$ cat src/hw/rtl/tkwm_pkg.sv
// ----------------------------------------------------------------------------
// tkwm_pkg
// types, codes and defaults shared by the timestamp k-way merge core
// ----------------------------------------------------------------------------
package tkwm_pkg;

    localparam int unsigned NUM_QUEUES_DEF  = 8;
    localparam int unsigned QUEUE_DEPTH_DEF = 256;

    localparam int unsigned TS_W   = 64;
    localparam int unsigned TAG_W  = 32;
    localparam int unsigned QIDX_W = 3;
    localparam int unsigned STAT_W = 3;
    localparam int unsigned CFG_W  = 4;

    localparam logic [CFG_W-1:0] ACTIVE_RST = 4'd8;

    localparam logic REQ_PUSH = 1'b0;
    localparam logic REQ_POP  = 1'b1;

    typedef enum logic [STAT_W-1:0] {
        ST_PUSHED = 3'd0,
        ST_POPPED = 3'd1,
        ST_FULL   = 3'd2,
        ST_EMPTY  = 3'd3,
        ST_BADQ   = 3'd4
    } t_status;

    typedef enum logic [2:0] {
        S_IDLE,
        S_PUSH,
        S_SCAN,
        S_FLUSH,
        S_POP
    } t_state;

    typedef struct packed {
        logic load;
        logic scan_init;
        logic push_exec;
        logic scan_step;
        logic pop_exec;
    } t_cmd;

    typedef struct packed {
        logic scan_last;
    } t_dp_stat;

endpackage

$ cat src/hw/rtl/tkwm_ctrl.sv
// ----------------------------------------------------------------------------
// tkwm_ctrl
// sequencer for push and pop transactions of the merge core
// ----------------------------------------------------------------------------
module tkwm_ctrl
    import tkwm_pkg::*;
(
    input  logic     i_clk,
    input  logic     i_rst_n,
    input  logic     i_start,
    input  logic     i_req_type,
    input  t_dp_stat i_stat,
    output t_cmd     o_cmd,
    output logic     o_busy
);

    t_state r_state;
    t_state n_state;

    always_ff @(posedge i_clk) begin
        if (!i_rst_n) begin
            r_state <= S_IDLE;
        end else begin
            r_state <= n_state;
        end
    end

    always_comb begin
        n_state = r_state;
        o_cmd   = '0;
        unique case (r_state)
            S_IDLE: begin
                if (i_start) begin
                    o_cmd.load      = 1'b1;
                    o_cmd.scan_init = (i_req_type == REQ_POP);
                    n_state         = (i_req_type == REQ_POP) ? S_SCAN : S_PUSH;
                end
            end
            S_PUSH: begin
                o_cmd.push_exec = 1'b1;
                n_state         = S_IDLE;
            end
            S_SCAN: begin
                o_cmd.scan_step = 1'b1;
                if (i_stat.scan_last) begin
                    n_state = S_FLUSH;
                end
            end
            // last head read still in flight to the compare stage
            S_FLUSH: begin
                n_state = S_POP;
            end
            S_POP: begin
                o_cmd.pop_exec = 1'b1;
                n_state        = S_IDLE;
            end
            default: begin
                n_state = S_IDLE;
            end
        endcase
    end

    assign o_busy = (r_state != S_IDLE);

endmodule

$ cat config.mk
export PLATFORM = sky130hd
export DESIGN_NAME = tkwm_ctrl
export DESIGN_NICKNAME = d
export VERILOG_FILES = /design/src/hw/rtl/tkwm_pkg.sv /design/src/hw/rtl/tkwm_ctrl.sv
export SDC_FILE = /design/constraint.sdc
export NUM_CORES = 1
export LEC_CHECK = 0
export ABC_CLOCK_PERIOD_IN_PS = 1700
export BUFFER_PORTS_ARGS = -buffer_cell sky130_fd_sc_hd__buf_2
export CELL_PAD_IN_SITES_DETAIL_PLACEMENT = 0
export CELL_PAD_IN_SITES_GLOBAL_PLACEMENT = 1
export CORE_AREA = 2 2 39 41
export DETAILED_ROUTE_END_ITERATION = 7
export DIE_AREA = 0 0 41 43
export HOLD_SLACK_MARGIN = 0.15
export PLACE_DENSITY = 0.44
export REMOVE_ABC_BUFFERS = 1
export SKIP_CTS_REPAIR_TIMING = 1
export SYNTH_ARGS = -nofsm -noshare
export SYNTH_HDL_FRONTEND = slang
export SYNTH_SLANG_ARGS = --single-unit
$ cat constraint.sdc
create_clock -name i_clk -period 1.7 [get_ports i_clk]
set_clock_uncertainty 0.15 [all_clocks]
set_input_delay 0.255 -clock i_clk [delete_from_list [all_inputs] [get_ports i_clk]]
set_output_delay 0.255 -clock i_clk [all_outputs]
set_load 0.01 [all_outputs]
Word-level counts from Yosys, hierarchy flattened
Index checks and enable logic that the tools add are counted.
{"block": "op_classes", "eq_ne": 6, "muxes": 9, "n_reduce_logical": 3}
{"operator": "$pmux W3 S3", "count": 1}
{"operator": "$eq A3 B2 Y1 const B", "count": 2}
{"operator": "$mux W2", "count": 3}
{"operator": "$mux W3", "count": 2}
{"operator": "$ne A2 B2 Y1 const B", "count": 2}
{"operator": "$eq A3 B1 Y1 const B", "count": 1}
{"operator": "$eq A3 B3 Y1 const B", "count": 1}
{"operator": "$logic_not A3 Y1", "count": 1}
{"operator": "$mux W1", "count": 3}
{"operator": "$reduce_bool A3 Y1", "count": 1}
{"operator": "$reduce_and A2 Y1", "count": 1}
{"block": "totals", "reg_bits": 3, "elab_cells": 19, "output_inout_bits": 6}

Depth between registers and ports, before layout
Gate-level depths: netlist of run 1.
{"block": "logic_depth", "word_depth": 3, "depth_mapped": 2, "mapped_depth_nobuf": 2}

Worst setup path after synthesis of run 1
No wires, ideal clock.
{"block": "synth_timing", "kind": "register to output", "startpoint": "register r_state[2]", "endpoint": "output o_cmd[3] (netlist bit)", "arrival_ns": 0.924, "required_ns": 1.295, "stages_incl_launch_ff": 3, "n_path_buf": 0, "path_slack_ns": 0.371, "path_cell_list": "dfxtp_1 or3_4 nor2_1"}
{"element": "from (decl)", "line": "tkwm_ctrl.sv:17", "text": "t_state r_state;"}
{"element": "from (signal assigned)", "line": "tkwm_ctrl.sv:24", "text": "r_state <= n_state;"}
{"element": "to (decl)", "line": "tkwm_ctrl.sv:13", "text": "output t_cmd o_cmd,"}

==> flow_summary.toml, run 1 <==
[status]
status = "finished, final reports clean"

[synthesis]
synth_xor_area_frac = 0
syn_inst = 18
synth_common_cells = "dfxtp_1 (3), nor2_1 (3), nor3b_1 (3)"
ys_async_sr_fraction = 0
synthTopCellsByArea = "dfxtp_1 (39%), nor3b_1 (15%), or3b_1 (11%), nor2_1 (7.3%), or3_4 (7.3%)"
synth.avg_cell_area_um2 = 8.55
netlist_area_um2 = 154
synth-compound-area-share = 0.0650
synthAdderAreaFrac = 0
synth_edf_count = 0
synth_top_cell_by_area = "dfxtp_1"
yosysSeqAreaShare = 0.390
synth_top_area_frac = 0.390
synth_ff_type = "dfxtp_1"
ys_ff_latch = 3
ys_warn_count = 0
synthSimpleGateAreaFrac = 0.520
synth_top_family_by_area = "simple AND/OR/NAND/NOR gates"
synthMuxAreaShare = 0
ys_types = 9

[critical_path]
path_buf_inv = 1
cp_cell_sequence = "or3_4 -> nor2_1 -> buf_2"
critPathCaptureType = "output port"
rrSetupSlack_ns = 0.57
worstPathMaxFanout = 6
start_kind = "flip-flop"
crit_family = "simple AND/OR/NAND/NOR gates"
path_class = "flip-flop to output port"
slowest_stage = "or3_4"
worst_ep_required_time_ns = 1.29
crit_path_max_incr_delay_ns = 0.40
crit_arrival_ns = 1.20

[clock_network]
cts_tree = "yes"
clock_sinks = 3
worst_skew_pair.late_latency_ns = 0.23
clockBufferDepth = 2
htree_levels = 1
clock-root-buffer = "clkbuf_4"
cts.reportedPaths.clkPinSlew_ns = 0.03
cts_inserted_buffers = 3

[min_path]
hold_class = "input port to flip-flop"

[cells_and_area]
nFillCells = 159
syn2layout_area_growth_pct = 62.6
reg_top3 = "r_state (3)"
postLayoutCellArea_um2 = 250
seqCellArea_um2 = 60.1
regMostFlops = "r_state"
largest_reg_flops = 3
utilization = 0.181
multiInputGateArea_um2 = 90.1
antenna_cells = 0
drive_gt1_frac = 0.438
fin_nets = 38

[sta]
rsz0062_at_grt = "no"
fmax_mhz = 625
finalCriticalPeriod_ns = 1.60
finalHoldViolCount = 0
finalSetupTns_ns = 0
fin_crit_sh = 0.942
finalMaxSlewViolations = 0
finalSetupViolations = 0
relSlewSlack = 0.853
worstMarginPinSlew_ns = 0.220

[grt]
antenna_found_initial = 0
overflow = 0
grt_usage = 0.0551
grt_pass1_vias = 167
grt_start_max_net_pins = 9
grt_pass1_wl_um = 614

[floorplan]
rows = 14
io_pins = 11
initial_core_util = 0.111
fp.dieH_um = 43
die_width_um = 41
fp.dieArea_um2 = 1760
core_um2 = 1380

[drt]
via_per_inst = 3.50
wl_um = 400
drc = 0
wl_per_cell_um = 8.33
ant_nets = 0
vias = 168
drt-initial-drc-count = 4
firstDrtPassIters = 4

[power]
p_total_uw = 240
power.density_nw_per_um2 = 960
power.ir.vdd_worst_mv = 0.237
cellLeakagePower_nw = 0.127

[placement]
portBuffers = 10
routabilityCongestion = 0.608
place_hpwl_um = 312
placed_area_um2 = 224

[flow_run]
cap_violations = 0
==> final timing paths <==
check	startpoint	depth (start not counted)	endpoint
max	r_state[2]	3	o_cmd[3]
min	i_stat	3	r_state[0]
max reg2reg	r_state[1]	2	r_state[0]
min reg2reg	r_state[1]	2	r_state[0]
==> area by class of cell <==
class | count | share of cell area
Clock buffer | 4 | 0.105
Inverter | 1 | 0.0150
Multi-Input combinational cell | 14 | 0.360
Sequential cell | 3 | 0.240
Tap cell | 16 | 0.0800
Timing Repair Buffer | 10 | 0.200
==> worst reg2reg max path, delay by kind of cell (launching register included) <==
kind            cells  cell delay (ns)
flops               1             0.36
compound gates      1             0.16
simple gates        1             0.40
==> cell usage in the layout, fill, tap and decap left out <==
cell type and count:
nor3b_1 3, buf_2 10, or3b_1 2, dfxtp_1 3, or3_4 1, clkbuf_4 3
and4b_1 1, a21oi_1 2, nand2_1 2, clkbuf_1 1, inv_1 1, nor2_1 3
==> routing by layer <==
metal	global-route usage	vias to the layer above	routed length (um)
met5	0	-	0
met4	0.0800	0	0
met3	0.0157	0	45
met2	0.0594	11	145
met1	0.0671	66	208
li1	-	91	-
==> power breakdown <==
part | switching (mW) | internal [mW] | total, mW | leakage [nW]
clock network | 0.0337 | 0.0878 | 0.121 | 0.0150
registers | 0.00523 | 0.0744 | 0.0796 | 0.0245
logic | 0.0189 | 0.0202 | 0.0391 | 0.0877
total | 0.0578 | 0.182 | 0.240 | 0.127
==> cells by family after synthesis <==
kind of cell	after synthesis
AOI/OAI and AO/OA	2
and+or+nand+nor	12
buffers and inverters	1
DFF	3
==> metrics by stage <==
stage	setup WS, ns	hold slack [ns]	instances
after floorplan	0.371	0.246	18
after global placement	0.349	0.377	44
after detailed placement	0.340	0.378	44
after CTS	0.0864	0.132	48
after global routing	0.0260	0.151	48
final	0.0993	0.142	48
No activity file was read; power rests on OpenSTA's default activity.
==> run 2: changes to the inputs <==
--- a/config.mk
+++ b/config.mk
@@ -15,6 +15,7 @@
 export HOLD_SLACK_MARGIN = 0.15
 export PLACE_DENSITY = 0.44
 export REMOVE_ABC_BUFFERS = 1
+export SETUP_SLACK_MARGIN = 0.5
 export SKIP_CTS_REPAIR_TIMING = 1
 export SYNTH_ARGS = -nofsm -noshare
 export SYNTH_HDL_FRONTEND = slang
==> run 2 against run 1 <==
  * Final area up 17%
  * Critical path type unchanged
  * Combinational power rose by 19%
  * Flip-flop and latch count unchanged
  * Die area unchanged
  * Worst hold slack improved by 0.027 ns
  * Total power up 3.1%
  * Sequential power hardly changed
  * Count of clock-buffer cells in the layout did not move
==> flow_summary.toml, run 2 (same netlist as run 1, synthesis figures left out) <==
[sta]
finalSetupViolations = 0
fmax_mhz = 626
finalHoldViolCount = 0
fin_crit_sh = 0.940
worstMarginPinSlew_ns = 0.147
finalWorstSetupSlack_ns = 0.103
finalMaxSlewViolations = 0
rsz0062_at_grt = "yes"
finalCriticalPeriod_ns = 1.60
relSlewSlack = 0.902
finalSetupTns_ns = 0

[cells_and_area]
syn2layout_area_growth_pct = 89.4
drive_gt1_frac = 0.647
reg_top3 = "r_state (3)"
final_cell_mix = "buf_2 (10), nor3b_2 (3), clkbuf_4 (3)"
antenna_cells = 0
regMostFlops = "r_state"
seqCellArea_um2 = 66.3
multiInputGateArea_um2 = 108
final_common_cell = "buf_2"
fin_nets = 40
postLayoutCellArea_um2 = 292
nFillCells = 153
largest_reg_flops = 3

[floorplan]
rows = 14
initial_core_util = 0.111
io_pins = 11
fp.dieArea_um2 = 1760
die_width_um = 41
fp.dieH_um = 43
core_um2 = 1380

[status]
status = "finished, final reports clean"

[critical_path]
slowest_stage = "or3_4"
path_buf_inv = 1
crit_family = "simple AND/OR/NAND/NOR gates"
rr_endpoint = "r_state[0]"
crit_path_max_incr_delay_ns = 0.39
worst_ep_required_time_ns = 1.29
crit_path_end = "o_cmd[4]"
cp_cell_sequence = "or3_4 -> nor2_1 -> buf_2"
rrSetupSlack_ns = 0.58
timing.rr.start = "r_state[1]"
startpoint = "r_state[0]"
start_kind = "flip-flop"
path_class = "flip-flop to output port"
worst-path-stages = 3
critPathCaptureType = "output port"
r2r.worst_path.cells = 2
worstPathMaxFanout = 3
crit_arrival_ns = 1.19

[min_path]
hold_class = "input port to flip-flop"

[clock_network]
cts.reportedPaths.clkPinSlew_ns = 0.03
clock-root-buffer = "clkbuf_4"
clock_sinks = 3
cts_inserted_buffers = 3
cts_tree = "yes"
clockBufferDepth = 2
worst_skew_pair.late_latency_ns = 0.23
htree_levels = 1

[grt]
grt_pass1_wl_um = 614
grt_pass1_vias = 167
grt_start_max_net_pins = 9
antenna_found_initial = 0
grt_usage = 0.0551
overflow = 0

[drt]
drt-initial-drc-count = 3
ant_nets = 0
drc = 0
wl_um = 426
firstDrtPassIters = 4
wl_per_cell_um = 8.52
vias = 171
via_per_inst = 3.42

[placement]
portBuffers = 10
pre_cts_slack_ns = 0.340
routabilityCongestion = 0.608
place_hpwl_um = 312
placed_area_um2 = 224

[power]
power.density_nw_per_um2 = 850
cellLeakagePower_nw = 0.149
p_total_uw = 248
power.ir.vdd_worst_mv = 0.243

[flow_run]
cap_violations = 0
==> run 2: cell type report <==
class / count / area share
flip-flops and latches: 3 / 0.227
clock buffers: 4 / 0.0901
inverters: 1 / 0.0129
multi-input cells: 14 / 0.369
repair buffers: 12 / 0.232
well taps: 16 / 0.0687
==> run 2: worst min-delay path by stage <==
stage	from	end	slack [ns]	cells after the start
finish	i_req_type	r_state[1]	0.17	3
global route	i_req_type	r_state[1]	0.18	3
CTS	i_stat	r_state[0]	0.13	3
detailed placement	i_stat	r_state[0]	0.38	3
global placement	i_stat	r_state[0]	0.38	3
floorplan	i_req_type	r_state[1]	0.25	2
==> run 2: report_power, final <==
| group | total (mW) | switching (mW) | internal (mW) |
|---|---|---|---|
| sequential | 0.0795 | 0.00514 | 0.0743 |
| clock | 0.122 | 0.0338 | 0.0878 |
| combinational | 0.0466 | 0.0217 | 0.0250 |
==> run 2: worst reg2reg max path, stage by stage (launching register included) <==
cell and delay (ns):
dfxtp_2 0.35, or3b_1 0.39, a21oi_1 0.15
==> run 2: per-stage QoR <==
step / util / hold WS, ns / std cells
detailed placement: 0.162 / 0.378 / 44
CTS: 0.181 / 0.132 / 48
floorplan: - / 0.246 / 18
finish: 0.211 / 0.169 / 50
global route: 0.211 / 0.182 / 50
global placement: 0.162 / 0.377 / 44
==> run 2: routing by layer <==
| metal | track usage | up-vias | routed length, um |
|---|---|---|---|
| met1 | 0.0671 | 66 | 221 |
| met4 | 0.0800 | 0 | 0 |
| met2 | 0.0594 | 11 | 158 |
| met3 | 0.0157 | 0 | 46 |
| met5 | 0 | - | 0 |
| li1 | - | 94 | - |
